===== config.mk =====
export PLATFORM = sky130hd
export DESIGN_NAME = i2c_master_bit_engine_core_flat
export DESIGN_NICKNAME = d
export VERILOG_FILES = /design/src/rtl/core/i2cbe_pkg.sv /design/src/rtl/core/i2cbe_if.sv /design/src/rtl/core/i2cbe_fsm.sv /design/src/rtl/core/i2c_master_bit_engine_core.sv /design/src/flat_wrapper.sv
export SDC_FILE = /design/constraint.sdc
export NUM_CORES = 1
export LEC_CHECK = 0
export BUFFER_PORTS_ARGS = -buffer_cell sky130_fd_sc_hd__clkbuf_2
export CORE_ASPECT_RATIO = 1.1
export CORE_MARGIN = 5
export CORE_UTILIZATION = 40
export CTS_CLUSTER_SIZE = 10
export DETAILED_ROUTE_END_ITERATION = 6
export PLACE_DENSITY = 0.58
export SYNTH_ARGS = -nofsm -noshare
export SYNTH_HDL_FRONTEND = slang
export SYNTH_SLANG_ARGS = --single-unit

===== constraint.sdc =====
create_clock -name clk -period 3.5 [get_ports clk]
set_input_delay 0.7 -clock clk [delete_from_list [all_inputs] [get_ports clk]]
set_output_delay 0.7 -clock clk [all_outputs]
set_load 0.05 [all_outputs]

===== src/rtl/core/i2cbe_pkg.sv =====
// ----------------------------------------------------------------------------
// i2cbe_pkg
// Shared types, phase codes and helpers for the I2C master bit engine.
// ----------------------------------------------------------------------------
package i2cbe_pkg;

  localparam int WAIT_W = 16;  // segment counter width, 8..32
  localparam logic [31:0] WAIT_MAX = 32'hFFFF_FFFF >> (32 - WAIT_W);

  localparam logic [7:0] MSB_MASK = 8'h80;

  // command codes
  localparam logic [2:0] MODE_NONE  = 3'd0;
  localparam logic [2:0] MODE_START = 3'd1;
  localparam logic [2:0] MODE_WRITE = 3'd2;
  localparam logic [2:0] MODE_READ  = 3'd3;
  localparam logic [2:0] MODE_STOP  = 3'd4;

  // bit engine phases
  localparam logic [4:0] PH_IDLE  = 5'd0;
  localparam logic [4:0] PH_ST_A  = 5'd1;
  localparam logic [4:0] PH_ST_B  = 5'd2;
  localparam logic [4:0] PH_ST_C  = 5'd3;
  localparam logic [4:0] PH_ST_D  = 5'd4;
  localparam logic [4:0] PH_SP_A  = 5'd5;
  localparam logic [4:0] PH_SP_B  = 5'd6;
  localparam logic [4:0] PH_WR_LO = 5'd7;
  localparam logic [4:0] PH_WR_HI = 5'd8;
  localparam logic [4:0] PH_WA_LO = 5'd9;
  localparam logic [4:0] PH_WA_HI = 5'd10;
  localparam logic [4:0] PH_RD_LO = 5'd11;
  localparam logic [4:0] PH_RD_HI = 5'd12;
  localparam logic [4:0] PH_RK_LO = 5'd13;
  localparam logic [4:0] PH_RK_HI = 5'd14;

  localparam logic [15:0] HALF_PERIOD_RST = 16'd4;

  typedef struct packed {
    logic [2:0] mode;
    logic [7:0] tx_byte;
    logic       send_ack;
    logic       sda_in;
  } i2cbe_cmd_t;

  typedef struct packed {
    logic       scl_level;
    logic       sda_level;
    logic       busy_res;
    logic       done_res;
    logic [7:0] rx_byte;
    logic       ack_seen;
    logic       rejected;
  } i2cbe_res_t;

  // segment reload value: half_period - 1, zero acts as one, saturated
  function automatic logic [WAIT_W-1:0] seg_load(input logic [15:0] hp);
    logic [15:0] v;
    logic [31:0] v32;
    v   = (hp == 16'd0) ? 16'd0 : hp - 16'd1;
    v32 = {16'd0, v};
    if (v32 > WAIT_MAX) return WAIT_MAX[WAIT_W-1:0];
    return v32[WAIT_W-1:0];
  endfunction

endpackage


===== src/rtl/core/i2cbe_if.sv =====
// ----------------------------------------------------------------------------
// i2cbe_in_if / i2cbe_out_if
// Valid/ready channels for command beats and result beats.
// ----------------------------------------------------------------------------
interface i2cbe_in_if;
  logic       valid;
  logic       ready;
  logic [2:0] mode;
  logic [7:0] tx_byte;
  logic       send_ack;
  logic       sda_in;

  modport source (output valid, mode, tx_byte, send_ack, sda_in, input ready);
  modport sink   (input valid, mode, tx_byte, send_ack, sda_in, output ready);
endinterface

interface i2cbe_out_if;
  logic       valid;
  logic       ready;
  logic       scl_level;
  logic       sda_level;
  logic       busy_res;
  logic       done_res;
  logic [7:0] rx_byte;
  logic       ack_seen;
  logic       rejected;

  modport source (output valid, scl_level, sda_level, busy_res, done_res, rx_byte,
                  ack_seen, rejected, input ready);
  modport sink   (input valid, scl_level, sda_level, busy_res, done_res, rx_byte,
                  ack_seen, rejected, output ready);
endinterface


===== src/rtl/core/i2cbe_fsm.sv =====
// ----------------------------------------------------------------------------
// i2cbe_fsm
// Bit engine state and per-tick next-state logic; advances on step_en.
// ----------------------------------------------------------------------------
module i2cbe_fsm (
  input  logic                   clk,
  input  logic                   rst_n,
  input  logic                   step_en,
  input  i2cbe_pkg::i2cbe_cmd_t  cmd,
  input  logic [15:0]            half_period,
  output i2cbe_pkg::i2cbe_res_t  res
);
  import i2cbe_pkg::*;

  logic [4:0]        phase_r,     phase_nxt;
  logic [3:0]        bit_cnt_r,   bit_cnt_nxt;
  logic [7:0]        shift_r,     shift_nxt;
  logic [WAIT_W-1:0] wait_r,      wait_nxt;
  logic              scl_r,       scl_nxt;
  logic              sda_r,       sda_nxt;
  logic              ack_flag_r,  ack_flag_nxt;
  logic              ack_req_r,   ack_req_nxt;
  logic [7:0]        rx_hold_r,   rx_hold_nxt;

  logic       ent;
  logic [4:0] ent_ph;
  logic       done;
  logic       rej;

  always_comb begin
    phase_nxt    = phase_r;
    bit_cnt_nxt  = bit_cnt_r;
    shift_nxt    = shift_r;
    wait_nxt     = wait_r;
    scl_nxt      = scl_r;
    sda_nxt      = sda_r;
    ack_flag_nxt = ack_flag_r;
    ack_req_nxt  = ack_req_r;
    rx_hold_nxt  = rx_hold_r;
    ent          = 1'b0;
    ent_ph       = PH_IDLE;
    done         = 1'b0;
    rej          = 1'b0;

    if (phase_r == PH_IDLE) begin
      case (cmd.mode)
        MODE_START: begin
          ent = 1'b1; ent_ph = PH_ST_A;
        end
        MODE_WRITE: begin
          shift_nxt = cmd.tx_byte; bit_cnt_nxt = 4'd0;
          ent = 1'b1; ent_ph = PH_WR_LO;
        end
        MODE_READ: begin
          shift_nxt = 8'd0; bit_cnt_nxt = 4'd0; ack_req_nxt = cmd.send_ack;
          ent = 1'b1; ent_ph = PH_RD_LO;
        end
        MODE_STOP: begin
          ent = 1'b1; ent_ph = PH_SP_A;
        end
        default: ;
      endcase
    end else begin
      rej = cmd.mode inside {[MODE_START:MODE_STOP]};
      if (wait_r != '0) begin
        wait_nxt = wait_r - 1'b1;
      end else begin
        case (phase_r)
          PH_ST_A: begin ent = 1'b1; ent_ph = PH_ST_B; end
          PH_ST_B: begin ent = 1'b1; ent_ph = PH_ST_C; end
          PH_ST_C: begin ent = 1'b1; ent_ph = PH_ST_D; end
          PH_ST_D: begin phase_nxt = PH_IDLE; done = 1'b1; end
          PH_SP_A: begin ent = 1'b1; ent_ph = PH_SP_B; end
          PH_SP_B: begin
            sda_nxt = 1'b1; phase_nxt = PH_IDLE; done = 1'b1;
          end
          PH_WR_LO: begin ent = 1'b1; ent_ph = PH_WR_HI; end
          PH_WR_HI: begin
            shift_nxt   = {shift_r[6:0], 1'b0};
            bit_cnt_nxt = bit_cnt_r + 4'd1;
            ent         = 1'b1;
            ent_ph      = (bit_cnt_nxt >= 4'd8) ? PH_WA_LO : PH_WR_LO;
          end
          PH_WA_LO: begin ent = 1'b1; ent_ph = PH_WA_HI; end
          PH_WA_HI: begin
            ack_flag_nxt = ~cmd.sda_in;
            scl_nxt      = 1'b0;
            phase_nxt    = PH_IDLE;
            done         = 1'b1;
          end
          PH_RD_LO: begin ent = 1'b1; ent_ph = PH_RD_HI; end
          PH_RD_HI: begin
            shift_nxt   = {shift_r[6:0], cmd.sda_in};
            bit_cnt_nxt = bit_cnt_r + 4'd1;
            ent         = 1'b1;
            ent_ph      = (bit_cnt_nxt >= 4'd8) ? PH_RK_LO : PH_RD_LO;
          end
          PH_RK_LO: begin ent = 1'b1; ent_ph = PH_RK_HI; end
          PH_RK_HI: begin
            sda_nxt     = 1'b0;
            scl_nxt     = 1'b0;
            rx_hold_nxt = shift_r;
            phase_nxt   = PH_IDLE;
            done        = 1'b1;
          end
          default: phase_nxt = PH_IDLE;
        endcase
      end
    end

    // segment entry: reload the delay and apply the segment's drives
    if (ent) begin
      phase_nxt = ent_ph;
      wait_nxt  = seg_load(half_period);
      case (ent_ph)
        PH_ST_A:  sda_nxt = 1'b1;
        PH_ST_B:  scl_nxt = 1'b1;
        PH_ST_C:  sda_nxt = 1'b0;
        PH_ST_D:  scl_nxt = 1'b0;
        PH_SP_A:  begin scl_nxt = 1'b0; sda_nxt = 1'b0; end
        PH_WR_LO: begin scl_nxt = 1'b0; sda_nxt = |(shift_nxt & MSB_MASK); end
        PH_WA_LO: begin scl_nxt = 1'b0; sda_nxt = 1'b1; end
        PH_RD_LO: begin scl_nxt = 1'b0; sda_nxt = 1'b1; end
        PH_RK_LO: begin scl_nxt = 1'b0; sda_nxt = ~ack_req_nxt; end
        PH_SP_B, PH_WR_HI, PH_WA_HI, PH_RD_HI, PH_RK_HI: scl_nxt = 1'b1;
        default: ;
      endcase
    end
  end

  always_ff @(posedge clk) begin
    if (!rst_n) begin
      phase_r    <= PH_IDLE;
      bit_cnt_r  <= 4'd0;
      shift_r    <= 8'd0;
      wait_r     <= '0;
      scl_r      <= 1'b1;
      sda_r      <= 1'b1;
      ack_flag_r <= 1'b0;
      ack_req_r  <= 1'b0;
      rx_hold_r  <= 8'd0;
    end else if (step_en) begin
      phase_r    <= phase_nxt;
      bit_cnt_r  <= bit_cnt_nxt;
      shift_r    <= shift_nxt;
      wait_r     <= wait_nxt;
      scl_r      <= scl_nxt;
      sda_r      <= sda_nxt;
      ack_flag_r <= ack_flag_nxt;
      ack_req_r  <= ack_req_nxt;
      rx_hold_r  <= rx_hold_nxt;
    end
  end

  always_comb begin
    res.scl_level = scl_nxt;
    res.sda_level = sda_nxt;
    res.busy_res  = (phase_nxt != PH_IDLE);
    res.done_res  = done;
    res.rx_byte   = rx_hold_nxt;
    res.ack_seen  = ack_flag_nxt;
    res.rejected  = rej;
  end

`ifndef ASSERT_OFF
  a_bitcnt_range: assert property (@(posedge clk) disable iff (!rst_n)
    bit_cnt_r <= 4'd8)
    else $error("bit counter beyond eight");

  a_rej_busy: assert property (@(posedge clk) disable iff (!rst_n)
    (step_en && rej) |-> (phase_r != PH_IDLE))
    else $error("reject flagged while idle");

  a_start_entry: assert property (@(posedge clk) disable iff (!rst_n)
    (step_en && phase_r == PH_IDLE && cmd.mode == MODE_START) |=> (phase_r == PH_ST_A))
    else $error("start command did not enter first segment");

  a_hold_phase: assert property (@(posedge clk) disable iff (!rst_n)
    (step_en && phase_r != PH_IDLE && wait_r != '0) |=> (phase_r == $past(phase_r)))
    else $error("phase moved before its delay ran out");

  a_done_idle: assert property (@(posedge clk) disable iff (!rst_n)
    (step_en && done) |=> (phase_r == PH_IDLE))
    else $error("done pulse without return to idle");
`endif

endmodule


===== src/rtl/core/i2c_master_bit_engine_core.sv =====
// Two register stages (input, then result); a result beat is registered once
// its command beat is in the input stage and the result stage is free.
// One beat per cycle unless out_ch.ready stalls; each beat is one engine tick.
// Reset (rst_n, synchronous): engine idle, SCL/SDA released, half_period = 4.
// ----------------------------------------------------------------------------
// i2c_master_bit_engine_core
// Open-drain I2C master bit engine with valid/ready tick and result channels.
// ----------------------------------------------------------------------------
module i2c_master_bit_engine_core (
  input  logic                clk,
  input  logic                rst_n,
  i2cbe_in_if.sink            in_ch,
  i2cbe_out_if.source         out_ch,
  input  logic                cfg_we,
  input  logic [15:0]         cfg_wdata
);
  import i2cbe_pkg::*;

  logic        in_v_r;
  i2cbe_cmd_t  in_item_r;
  logic        out_v_r;
  i2cbe_res_t  out_item_r;
  logic [15:0] half_period_r;
  logic        adv;
  logic        in_acc;
  i2cbe_res_t  res;

  assign adv          = in_v_r && (!out_v_r || out_ch.ready);
  assign in_ch.ready  = !in_v_r || adv;
  assign in_acc       = in_ch.valid && in_ch.ready;

  always_ff @(posedge clk) begin
    if (!rst_n) begin
      in_v_r        <= 1'b0;
      out_v_r       <= 1'b0;
      half_period_r <= HALF_PERIOD_RST;
    end else begin
      if (cfg_we) half_period_r <= cfg_wdata;
      if (in_ch.ready) in_v_r <= in_ch.valid;
      if (adv) out_v_r <= 1'b1;
      else if (out_ch.ready) out_v_r <= 1'b0;
    end
  end

  always_ff @(posedge clk) begin
    if (in_acc) begin
      in_item_r.mode     <= in_ch.mode;
      in_item_r.tx_byte  <= in_ch.tx_byte;
      in_item_r.send_ack <= in_ch.send_ack;
      in_item_r.sda_in   <= in_ch.sda_in;
    end
    if (adv) out_item_r <= res;
  end

  i2cbe_fsm u_fsm (
    .clk         (clk),
    .rst_n       (rst_n),
    .step_en     (adv),
    .cmd         (in_item_r),
    .half_period (half_period_r),
    .res         (res)
  );

  assign out_ch.valid     = out_v_r;
  assign out_ch.scl_level = out_item_r.scl_level;
  assign out_ch.sda_level = out_item_r.sda_level;
  assign out_ch.busy_res  = out_item_r.busy_res;
  assign out_ch.done_res  = out_item_r.done_res;
  assign out_ch.rx_byte   = out_item_r.rx_byte;
  assign out_ch.ack_seen  = out_item_r.ack_seen;
  assign out_ch.rejected  = out_item_r.rejected;

endmodule


===== src/flat_wrapper.sv =====
// flat-port wrapper written by rule: the top's interface ports become plain ports
module i2c_master_bit_engine_core_flat import i2cbe_pkg::*;
  (clk, rst_n, cfg_we, cfg_wdata, in_ch_valid, in_ch_mode, in_ch_tx_byte, in_ch_send_ack, in_ch_sda_in, in_ch_ready, out_ch_valid, out_ch_scl_level, out_ch_sda_level, out_ch_busy_res, out_ch_done_res, out_ch_rx_byte, out_ch_ack_seen, out_ch_rejected, out_ch_ready);
  i2cbe_in_if in_ch_i ();
  i2cbe_out_if out_ch_i ();
  input  logic clk;
  input  logic rst_n;
  input  logic cfg_we;
  input  logic [15:0] cfg_wdata;
  input wire logic [$bits(in_ch_i.valid)-1:0] in_ch_valid;
  input wire logic [$bits(in_ch_i.mode)-1:0] in_ch_mode;
  input wire logic [$bits(in_ch_i.tx_byte)-1:0] in_ch_tx_byte;
  input wire logic [$bits(in_ch_i.send_ack)-1:0] in_ch_send_ack;
  input wire logic [$bits(in_ch_i.sda_in)-1:0] in_ch_sda_in;
  output wire logic [$bits(in_ch_i.ready)-1:0] in_ch_ready;
  output wire logic [$bits(out_ch_i.valid)-1:0] out_ch_valid;
  output wire logic [$bits(out_ch_i.scl_level)-1:0] out_ch_scl_level;
  output wire logic [$bits(out_ch_i.sda_level)-1:0] out_ch_sda_level;
  output wire logic [$bits(out_ch_i.busy_res)-1:0] out_ch_busy_res;
  output wire logic [$bits(out_ch_i.done_res)-1:0] out_ch_done_res;
  output wire logic [$bits(out_ch_i.rx_byte)-1:0] out_ch_rx_byte;
  output wire logic [$bits(out_ch_i.ack_seen)-1:0] out_ch_ack_seen;
  output wire logic [$bits(out_ch_i.rejected)-1:0] out_ch_rejected;
  input wire logic [$bits(out_ch_i.ready)-1:0] out_ch_ready;
  assign in_ch_i.valid = in_ch_valid;
  assign in_ch_i.mode = in_ch_mode;
  assign in_ch_i.tx_byte = in_ch_tx_byte;
  assign in_ch_i.send_ack = in_ch_send_ack;
  assign in_ch_i.sda_in = in_ch_sda_in;
  assign in_ch_ready = in_ch_i.ready;
  assign out_ch_valid = out_ch_i.valid;
  assign out_ch_scl_level = out_ch_i.scl_level;
  assign out_ch_sda_level = out_ch_i.sda_level;
  assign out_ch_busy_res = out_ch_i.busy_res;
  assign out_ch_done_res = out_ch_i.done_res;
  assign out_ch_rx_byte = out_ch_i.rx_byte;
  assign out_ch_ack_seen = out_ch_i.ack_seen;
  assign out_ch_rejected = out_ch_i.rejected;
  assign out_ch_i.ready = out_ch_ready;
  i2c_master_bit_engine_core u_core (.clk(clk), .rst_n(rst_n), .in_ch(in_ch_i), .out_ch(out_ch_i), .cfg_we(cfg_we), .cfg_wdata(cfg_wdata));
endmodule

Word-level counts from Yosys, hierarchy flattened:

Cells that the tools add are included.

* output and inout bits: 16
* word-level logic and storage cells: 144
* flip-flop bits (word level): 90

* $lt $le $gt $ge: 3
* $add $sub $neg: 3
* reductions and logical operators: 29
* equal/unequal tests: 36
* muxes and demuxes: 47
* bitwise logic cells: 2

Operators by type and width (number)
* 5-bit by 4-bit equality test with 1-bit output (second input constant): 14
* 16-bit two-way mux: 4
* 5-bit by 3-bit equality test with 1-bit output (second input constant): 8
* 8-bit two-way mux: 5
* 4-bit case mux with 10 select lines: 1
* 8-bit case mux with 2 select lines: 2
* 16-bit by 1-bit subtractor with 16-bit output (second input constant): 2
* 5-bit two-way mux: 5
* 4-bit two-way mux: 6
* 5-bit by 2-bit equality test with 1-bit output (second input constant): 4
* 1-bit two-way mux: 19
* 16-bit logical NOT: 1
* 4-bit case mux with 4 select lines: 1
* 16-bit nonzero test: 1
* 6-bit OR reduction: 2
* 5-bit by 1-bit equality test with 1-bit output (second input constant): 2
* 10-bit OR reduction: 1
* 2-bit OR reduction: 5
* 4-bit AND reduction: 2
* 4-bit OR reduction: 2
* 3-bit by 2-bit equality test with 1-bit output (second input constant): 2
* 2-bit != test (second input constant): 3
* 2-bit nonzero test: 3
* 5-bit logical NOT: 1
* other kinds (18): 24

Longest topological paths before layout:

Gate-level depths: netlist of the first run.

* depth after elaboration: 10
* mapped depth: 12
* mapped depth without buffers: 10

Modules after synthesis:

A second synthesis of the first run with hierarchy kept.

* cells, all modules: 508
* area total of the unflattened synthesis: 4680.7 um^2

Modules (own cells, without submodules)
* i2cbe_fsm: cells each 421, area each 3173.0 um^2, instances 1, seq. area each 900.9 um^2
* i2c_master_bit_engine_core: cells each 87, area each 1507.7 um^2, instances 1, seq. area each 1171.1 um^2

Least setup slack after synthesis of the first run:

OpenSTA, ideal clock, no wires.

* path kind: flip-flop to flip-flop
* from: reg u_core.u_fsm.wait_r[0]
* to: reg u_core.u_fsm.wait_r[11]
* library setup time: 0.115 ns
* stages on the path, launching flop included: 12
* setup slack: 0.949 ns
* arrival time: 2.436 ns
* period minus slack after synthesis: 2.551 ns
* cell sequence: dfxtp_1 > inv_1 > ha_1 > nor4b_2 > and2_2 > and3_4 > buf_6 > a22o_4 > nor4_4 > buf_6 > nor2_1 > a31o_1

* cells in the longest elaborated chain, start to end: 5
* elaborated cells on any way between the ends: 10

RTL lines
* start: declaration: RTL line i2cbe_fsm.sv:18 `logic [WAIT_W-1:0] wait_r, wait_nxt;`
* start signal: assignment: RTL line i2cbe_fsm.sv:146 `wait_r <= wait_nxt;`
* parallel branches: the longest is 5 deep, another holds 16-bit by 1-bit subtractor with 16-bit output

Several ways; the timed one is not identified. The select of a mux whose other input is x is not followed.
A chain may end at the register's enable or synchronous reset.

Worst setup path in the final report of the first run:

* from: reg u_core.u_fsm.wait_r[0]
* to: reg u_core.u_fsm.wait_r[12]

Same word-level chain as after synthesis.

==> results of run 1 <==
-- worst max-delay path by stage --
stage | slack [ns] | endpoint
finish | 0.54 | u_core.u_fsm.wait_r[12]$_SDFFE_PN0P_
floorplan | 0.95 | u_core.u_fsm.wait_r[11]$_SDFFE_PN0P_
global placement | 0.70 | u_core.u_fsm.wait_r[12]$_SDFFE_PN0P_
detailed placement | 0.58 | u_core.u_fsm.wait_r[12]$_SDFFE_PN0P_
CTS | 0.57 | u_core.u_fsm.wait_r[12]$_SDFFE_PN0P_
global route | 0.39 | u_core.u_fsm.wait_r[12]$_SDFFE_PN0P_
-- per-stage QoR --
stage / setup WS [ns] / instance area [sq um] / hold slack, ns / total power (uW) / cells
global route: 0.393 / 5290 / 0.477 / 3060 / 679
finish: 0.538 / 5290 / 0.458 / 2910 / 679
CTS: 0.571 / 5290 / 0.460 / 2930 / 679
global placement: 0.703 / 4990 / 0.445 / 1950 / 663
floorplan: 0.949 / 4640 / 0.437 / 1790 / 481
detailed placement: 0.583 / 4990 / 0.451 / 1950 / 663
-- power by group --
part	internal (uW)	switching (uW)
Clock	556	419
Sequential	1140	66.6
Combinational	261	471
-- layout make-up --
type	instances	area [sq um]	area share, %
multi-input cells	355	2380	45.1
clock inverters	6	66.3	1.25
clock buffers	10	229	4.33
flip-flops and latches	90	2070	39.2
well taps	150	188	3.55
repair buffers	57	305	5.78
inverters	11	43.8	0.829
-- flip-flops by register name, indices dropped and copies added, names as in the netlist --
name / cells
u_core.half_period_r: 16
u_core.in_item_r: 13
u_core.in_v_r: 1
u_core.out_ch.ack_seen: 1
u_core.out_ch.busy_res: 1
u_core.out_ch.done_res: 1
u_core.out_ch.rejected: 1
u_core.out_ch.rx_byte: 8
u_core.out_ch.scl_level: 1
u_core.out_ch.sda_level: 1
u_core.out_ch.valid: 1
u_core.u_fsm.ack_flag_r: 1
u_core.u_fsm.ack_req_r: 1
u_core.u_fsm.bit_cnt_r: 4
u_core.u_fsm.phase_r: 5
u_core.u_fsm.rx_hold_r: 8
u_core.u_fsm.scl_r: 1
u_core.u_fsm.sda_r: 1
u_core.u_fsm.shift_r: 8
u_core.u_fsm.wait_r: 16
-- layout by cell type (no fill, tap or decap), drive strengths merged, types with 20 or more instances in the layout --
cell     n
nor2    68
dfxtp   63
clkbuf  59
nand2   38
edfxtp  27
mux2i   25
a21oi   23
o21ai   21
nor3    20
-- tightest hold or removal path: stages, from the launching register on --
cell and delay (ns):
dfxtp_1 0.31, nand2_1 0.05, a21oi_1 0.05
-- cell families after synthesis --
family,count (synthesis),synth area share (%)
xor+xnor,18,3.40
mux,33,7.33
simple gates,181,20.6
flops,90,44.6
fa+ha+maj,3,0.809
compound gates,120,19.2
buf+inv,36,4.04
-- per-layer routing --
metal  part of all wire, %  wire (um)  vias up
met2                    47       5090      114
met1                    47       5110     1792
li1                      -          -     1877
met5                     0          0        -
met4                   1.4        155        0
met3                   5.1        560        9
==> reports/qor.txt, run 1 <==
RSZ-0062 raised after global routing: no
final core utilization: 46.2%
share of synthesized registers carrying an async set or reset: 0%
Worst VDD drop: 0.301 mV
Hold/Removal Path Class: flip-flop to flip-flop
share of post-route cells with drive strength above 1: 21.6%
Die X-Extent: 113 um
Avg Inst Size Synth: 9.65 sq um
Die Y: 123 um
Routability Congestion: 0.878
Peak Freq: 338 MHz
CTS tree: yes
worst path required time: 3.73 ns
first drt pass iteration count: 5
post-route ant nets: 0
final critical-path required period: 2.96 ns
DRC: 0
Pleak: 0.00203 uW
post_cts resized: 0
number of flops mapped to enable cells by yosys: 27
filler cell count: 1105
synth warn: 0
total track usage: 16.2%
Avg Vias per Cell: 5.58
Slew Viols, Final: 0
Die ar.: 13900 sq um
Reg2Reg Setup Slack: 0.54 ns
starting density of the core: 40.6%
hold_buf cts: 0
reg2reg start: u_core.u_fsm.wait_r[0]$_SDFFE_PN0P_
post-synth top area share: 27.2%
Area Growth Syn to Fin: 13.9%
max_slew headroom: 30.4%
Core ar.: 11400 sq um
clock latency on the worst-skew pair: 0.35 ns
crit path max fanout: 16
Yosys reg bits: 90
number of stages on the worst setup path: 11
Nets: 561
Syn Nets: 518
Final Skew: 0.00509 ns
library cells used by synthesis: 77
Total Neg Setup Slack: 0 ns
GRT overflow: 0
initial antenna violation count: 0
CTS Sinks: 90
cell with the most instances after synthesis: nor2_1
dominant synthesized flop cell: dfxtp_1
Crit path max-delay family: simple AND/OR/NAND/NOR gates
total wire length: 10900 um
Post-DP HPWL: 7860 um
Post CTS Setup Buffer Count: 0
final worst path period share: 84.6%
Worst setup EP type: flip-flop
GR peak layer: met2
worst r2r dst: u_core.u_fsm.wait_r[12]$_SDFFE_PN0P_
critical path startpoint: u_core.u_fsm.wait_r[0]$_SDFFE_PN0P_
first-pass GRT wire length: 17700 um
final setup violation count: 0
Hold Fails Final Rpt: 0
Max Cap Viol: 0
largest net degree at the start of global routing: 32
reg2reg path depth: 11
row count: 41
Root Buffer: clkbuf_16
met1 Use GR: 21.6%
worst-case hold path end point: u_core.u_fsm.ack_flag_r$_SDFFE_PN0P_
outcome: finished, final reports clean
H-tree depth: 3
hold path cells: 2
CP peak stage delay: 0.40 ns
vias in the first global route: 3556
startpoint types: flip-flop
Detailed Route Iter0 Violations: 317
vias after detailed routing: 3792
register area share after synthesis: 44.6%
power per cell area: 551 nW/um^2
critical path arrival: 3.20 ns
# port buffers: 49
Area contributors post-synth: dfxtp_1, edfxtp_1, nor2_1
top cells by count, synth: nor2_1, dfxtp_1, nand2_1
num ports: 50
Worst Path Buf+Inv: 3
met3 Resource Use GR: 3.92%
n_diodes: 0
area leader, netlist: dfxtp_1
transition time of the tightest slew-check pin: 1.04 ns
critical path cell sequence: inv_1, ha_1, nor4b_2, and2_2, nand3_2, o22ai_1, nor4_4, buf_4, inv_4, nand2_2, o221a_2
hold_sp: u_core.u_fsm.ack_flag_r$_SDFFE_PN0P_
Worst-path clk slew: 0.07 ns
Syn Inst Count: 481
CTS buffer count: 9
clock tree buffer depth: 2
kind of critical path: flip-flop to flip-flop
met2 Track Usage GR: 25.7%
Synth Cell Area: 4640 sq um
Wirelength per Cell: 16.1 um
Slowest-stage cell, CP: o22ai_1
Power figures use the tool's default switching activity.
==> run 2, diff against run 1 <==
--- a/config.mk
+++ b/config.mk
@@ -11,7 +11,7 @@
 export CORE_UTILIZATION = 40
 export CTS_CLUSTER_SIZE = 10
 export DETAILED_ROUTE_END_ITERATION = 6
-export PLACE_DENSITY = 0.58
+export PLACE_DENSITY = 0.6
 export SYNTH_ARGS = -nofsm -noshare
 export SYNTH_HDL_FRONTEND = slang
 export SYNTH_SLANG_ARGS = --single-unit
==> constraint.sdc (replaced) <==
create_clock -name clk -period 2.6 [get_ports clk]
set_input_delay 0.52 -clock clk [delete_from_list [all_inputs] [get_ports clk]]
set_output_delay 0.52 -clock clk [all_outputs]
set_load 0.05 [all_outputs]
==> reports/qor.txt, run 2 (synthesis gave the netlist of run 1 again) <==
total track usage: 17.0% (+0.81 points)
H-tree depth: 3 (unchanged)
n_diodes: 0 (unchanged)
Detailed Route Iter0 Violations: 249 (-21%)
RSZ-0062 raised after global routing: no
multi-input logic area: 2430 sq um (+2.2%)
Nets: 582 (+3.7%)
num ports: 50 (unchanged)
vias in the first global route: 3800 (+6.9%)
Die ar.: 13900 sq um (unchanged)
GRT overflow: 0 (unchanged)
CP peak stage delay: 0.38 ns (-0.02 ns)
Overall Power: 4090 uW (+40%)
Max Cap Viol: 0 (unchanged)
CTS Sinks: 90 (unchanged)
startpoint types: flip-flop
final setup violation count: 0 (unchanged)
filler cell count: 1089 (-1.4%)
post-route ant nets: 0 (unchanged)
critical path cell sequence: inv_1, ha_1, nor4b_4, and2_4, and3_4, a22o_4, nor4_4, buf_12, inv_4, a21oi_1, nor3_1
Core ar.: 11400 sq um (unchanged)
max_slew headroom: 52.0% (+22 points)
Slew Viols, Final: 0 (unchanged)
starting density of the core: 40.6% (unchanged)
final worst path period share: 93.0% (+8.4 points)
Routability Congestion: 0.911 (+3.8%)
# port buffers: 49 (unchanged)
final critical-path required period: 2.42 ns (-0.544 ns)
first-pass GRT wire length: 18700 um (+5.6%)
transition time of the tightest slew-check pin: 0.719 ns (-0.317 ns)
total wire length: 11400 um (+4.3%)
Post-DP HPWL: 8190 um (+4.3%)
clock latency on the worst-skew pair: 0.35 ns (about the same)
Slowest-stage cell, CP: dfxtp_1
hold_buf cts: 0 (unchanged)
Wirelength per Cell: 16.3 um (+1.1%)
outcome: finished, final reports clean
Area Growth Syn to Fin: 19.3%
crit path max fanout: 16 (unchanged)
most common cell after layout, fill and taps aside: nor2_1
kind of critical path: flip-flop to flip-flop
CTS buffer count: 9 (unchanged)
DRC: 0 (unchanged)
clock tree buffer depth: 2 (unchanged)
vias after detailed routing: 3879 (+2.3%)
Die Y: 123 um (unchanged)
Pleak: 0.00217 uW (+7.2%)
Root Buffer: clkbuf_16
Final Skew: 0.00619 ns (+0.00110 ns)
Worst VDD drop: 0.373 mV (+24%)
worst path required time: 2.83 ns (-0.90 ns)
CTS tree: yes
register area: 2070 sq um (unchanged)
Hold Fails Final Rpt: 0 (unchanged)
first drt pass iteration count: 5 (unchanged)
row count: 41 (unchanged)
Die X-Extent: 113 um (unchanged)
Worst-path clk slew: 0.06 ns (about the same)
initial antenna violation count: 0 (unchanged)
Avg Vias per Cell: 5.54 (-0.77%)
Reg2Reg Setup Slack: 0.18 ns (-0.36 ns)
Post CTS Setup Buffer Count: 0 (unchanged)
largest net degree at the start of global routing: 53 (+66%)
Hold/Removal Path Class: input port to flip-flop
Total Neg Setup Slack: 0 ns (unchanged)
power per cell area: 739 nW/um^2 (+34%)
most frequent cells in the layout: nor2_1, dfxtp_1, clkbuf_2
Worst setup EP type: flip-flop
final core utilization: 48.4% (+2.2 points)
critical path arrival: 2.64 ns (-0.56 ns)
share of post-route cells with drive strength above 1: 25.3% (+3.7 points)
Peak Freq: 414 MHz (+23%)
Regs by FF count: u_core.half_period_r: 16 flops, u_core.u_fsm.wait_r: 16 flops, u_core.in_item_r: 13 flops
run 2: metrics by stage:
step | cell area (sq um) | hold WS (ns) | instances | setup slack [ns]
finish | 5530 | 0.347 | 700 | 0.183
global route | 5530 | 0.337 | 700 | 0.0258
CTS | 5490 | 0.338 | 700 | 0.0464
detailed placement | 5180 | 0.447 | 684 | 0.0132
global placement | 5180 | 0.444 | 684 | 0.0755
floorplan | 4640 | 0.437 | 481 | 0.0487
run 2: power breakdown:
part           internal, uW  total, uW  switching (uW)
Combinational           454       1150             696
Clock                   775       1320             546
Sequential             1530       1620            83.8
run 2: area by class of cell:
class | instances | share of cell area (%)
clock buffers | 12 | 4.45
clock inverters | 4 | 0.927
inverters | 11 | 0.791
multi-input cells | 355 | 44.0
flip-flops and latches | 90 | 37.4
well taps | 150 | 3.39
repair buffers | 78 | 9.04
run 2: final timing paths:
| kind | from | to | cells past startpoint |
|---|---|---|---|
| worst max-delay path | u_core.u_fsm.wait_r[1]$_SDFFE_PN0P_ | u_core.u_fsm.wait_r[3]$_SDFFE_PN0P_ | 11 |
| worst min-delay path | in_ch_tx_byte[3] | u_core.in_item_r[5]$_DFFE_PP_ | 1 |
| worst max register to register | u_core.u_fsm.wait_r[1]$_SDFFE_PN0P_ | u_core.u_fsm.wait_r[3]$_SDFFE_PN0P_ | 11 |
| worst min register to register | u_core.u_fsm.ack_flag_r$_SDFFE_PN0P_ | u_core.u_fsm.ack_flag_r$_SDFFE_PN0P_ | 2 |
run 2: critical path: cells and delay by family, from the launching register on:
| kind | cells | cell delay, ns |
|---|---|---|
| adders and majority gates | 1 | 0.23 |
| and+or+nand+nor | 5 | 0.85 |
| DFF | 1 | 0.38 |
| AOI/OAI and AO/OA | 2 | 0.48 |
| buffers and inverters | 3 | 0.34 |
run 2: routing by layer:
metal  part of all wire, %  GRT usage, %  up-vias
met3                   4.5          3.28       18
met1                    44          21.4     1837
met2                    49          28.6      111
met4                   2.1          7.51        0
met5                     0             0        -
li1                      -             -     1913
run 2: repair_timing:
action,in CTS,in global routing
setup endpoints to repair,2,13
pin swaps,0,1
resized for setup,1,10
==> run 3, diff against run 2 <==
--- a/config.mk
+++ b/config.mk
@@ -11,7 +11,7 @@
 export CORE_UTILIZATION = 40
 export CTS_CLUSTER_SIZE = 10
 export DETAILED_ROUTE_END_ITERATION = 6
-export PLACE_DENSITY = 0.6
+export PLACE_DENSITY = 0.69
 export SYNTH_ARGS = -nofsm -noshare
 export SYNTH_HDL_FRONTEND = slang
 export SYNTH_SLANG_ARGS = --single-unit
==> reports/qor.txt, run 3 (synthesis gave the netlist of run 1 again) <==
outcome: finished, final reports clean
Peak Freq: 405 MHz (-2.2%)
# port buffers: 49 (unchanged)
clock latency on the worst-skew pair: 0.35 ns (about the same)
share of post-route cells with drive strength above 1: 27.1% (+1.8 points)
Routability Congestion: 0.924 (+1.4%)
design area: 5590 sq um (+0.93%)
reg2reg start: u_core.u_fsm.wait_r[0]$_SDFFE_PN0P_
row count: 41 (unchanged)
hold_buf cts: 0 (unchanged)
clock tree buffer depth: 2 (unchanged)
Non-Filler Instances: 711 (+1.6%)
Area Growth Syn to Fin: 20.4%
final setup violation count: 0 (unchanged)
Pleak: 0.00221 uW (+2.0%)
Final Skew: 0.00635 ns (+0.000164 ns)
starting density of the core: 40.6% (unchanged)
post-route ant nets: 0 (unchanged)
num ports: 50 (unchanged)
most frequent cells in the layout: nor2_1, dfxtp_1, clkbuf_2
H-tree depth: 3 (unchanged)
Total Neg Setup Slack: 0 ns (unchanged)
Die ar.: 13900 sq um (unchanged)
Inst Count DP: 694 (+1.5%)
CTS buffer count: 9 (unchanged)
total wire length: 11600 um (+2.2%)
kind of critical path: flip-flop to flip-flop
Max Cap Viol: 0 (unchanged)
critical path startpoint: u_core.u_fsm.wait_r[0]$_SDFFE_PN0P_
transition time of the tightest slew-check pin: 0.650 ns (-0.0695 ns)
Worst setup EP type: flip-flop
final worst path period share: 95.0% (+2.0 points)
CTS tree: yes
Core ar.: 11400 sq um (unchanged)
total track usage: 16.9% (-0.092 points)
Crit path max-delay family: simple AND/OR/NAND/NOR gates
Hold Fails Final Rpt: 0 (unchanged)
first-pass GRT wire length: 18800 um (+0.56%)
Wirelength per Cell: 16.4 um (+0.62%)
Reg2Reg Setup Slack: 0.13 ns (-0.05 ns)
endpoint of the most critical setup path: u_core.u_fsm.wait_r[12]$_SDFFE_PN0P_
hold_sp: in_ch_tx_byte[1]
final core utilization: 48.8% (+0.45 points)
initial antenna violation count: 0 (unchanged)
Hold/Removal Path Class: input port to flip-flop
Worst Path Buf+Inv: 3 (unchanged)
most common cell after layout, fill and taps aside: nor2_1
Worst VDD drop: 0.431 mV (+15%)
Avg Vias per Cell: 5.67 (+2.4%)
power per cell area: 753 nW/um^2 (+1.9%)
final critical-path required period: 2.47 ns (+0.0533 ns)
max_slew headroom: 56.7% (+4.6 points)
worst path required time: 2.89 ns (+0.06 ns)
largest net degree at the start of global routing: 42 (-21%)
Post-DP HPWL: 8580 um (+4.8%)
placed instance area: 5220 sq um (+0.72%)
RSZ-0062 raised after global routing: no
first drt pass iteration count: 6 (+1)
reg2reg path depth: 11 (unchanged)
crit path max fanout: 12 (-4)
Nets: 593 (+1.9%)
CTS Sinks: 90 (unchanged)
Die Y: 123 um (unchanged)
worst r2r dst: u_core.u_fsm.wait_r[12]$_SDFFE_PN0P_
critical path arrival: 2.76 ns (+0.12 ns)
Detailed Route Iter0 Violations: 285 (+14%)
Die X-Extent: 113 um (unchanged)
critical path cell sequence: inv_1, ha_1, nor4b_2, and2_2, and3_4, a22o_4, nor4_4, buf_4, inv_4, nand2_2, o221a_2
Worst-path clk slew: 0.07 ns (about the same)
GRT overflow: 0 (unchanged)
number of stages on the worst setup path: 11 (unchanged)
CP peak stage delay: 0.33 ns (-0.05 ns)
Root Buffer: clkbuf_16
DRC: 0 (unchanged)
Regs by FF count: u_core.half_period_r: 16 flops, u_core.u_fsm.wait_r: 16 flops, u_core.in_item_r: 13 flops
Slowest-stage cell, CP: dfxtp_1
n_diodes: 0 (unchanged)
vias in the first global route: 3858 (+1.5%)
startpoint types: flip-flop
Slew Viols, Final: 0 (unchanged)
vias after detailed routing: 4034 (+4.0%)
==> run 3: cell count changes in the layout (fill, tap and decap cells not counted), sizes merged <==
cell    change
buf        +11
clkinv      +1
clkbuf      -3
bufinv      +1
inv         +1
==> run 3: worst min path at each step <==
| stage | end | slack (ns) | depth (start not counted) |
|---|---|---|---|
| 2_1_floorplan | u_core.u_fsm.ack_flag_r$_SDFFE_PN0P_ | 0.44 | 2 |
| 3_3_place_gp | u_core.u_fsm.ack_flag_r$_SDFFE_PN0P_ | 0.44 | 2 |
| 3_5_place_dp | u_core.u_fsm.ack_flag_r$_SDFFE_PN0P_ | 0.45 | 2 |
| 6_report | u_core.in_item_r[3]$_DFFE_PP_ | 0.35 | 1 |
| 5_1_grt | u_core.in_item_r[11]$_DFFE_PP_ | 0.34 | 1 |
| 4_1_cts | u_core.in_item_r[3]$_DFFE_PP_ | 0.33 | 1 |
==> run 3: per-stage QoR <==
| stage | hold WS (ns) | setup WS, ns | total power, uW |
|---|---|---|---|
| after floorplan | 0.437 | 0.0487 | 2410 |
| after global placement | 0.445 | 0.182 | 2730 |
| after detailed placement | 0.449 | 0.0806 | 2760 |
| after CTS | 0.333 | 0.0598 | 4210 |
| after global routing | 0.337 | 0.00642 | 4410 |
| final | 0.346 | 0.130 | 4210 |
==> run 3: final cells by class <==
| cell class | count | area [sq um] |
|---|---|---|
| clock buffer | 9 | 225 |
| inverter | 11 | 43.8 |
| clock inverter | 7 | 111 |
| tap | 150 | 188 |
| timing repair buffer | 89 | 546 |
| multi-input combinational | 355 | 2400 |
| sequential | 90 | 2070 |
| fill | 1037 | 5850 |
==> run 3: layer usage <==
metal	global-route usage, %	vias up	wire length [um]
met5	0	-	0
met4	8.11	0	307
met3	3.67	26	637
met2	29.2	163	5830
met1	20.1	1912	4860
li1	-	1933	-
==> run 3: worst register-to-register path: cells and delay by family (launching register included) <==
family | cells | cell delay [ns]
simple gates | 5 | 1.07
flops | 1 | 0.33
buf+inv | 3 | 0.29
compound gates | 2 | 0.51
fa+ha+maj | 1 | 0.21
==> run 3: repair_timing <==
item | CTS | global route
endpoints found under the hold margin | 0 | 0
buffers inserted | 0 | 1
gates resized for setup | 0 | 7
setup endpoints to repair | 0 | 6
==> run 3: where the power goes <==
group	leakage (uW)	internal, uW	switching, uW
clock	0.000163	860	588
combinational	0.00128	453	691
sequential	0.000772	1530	78.9
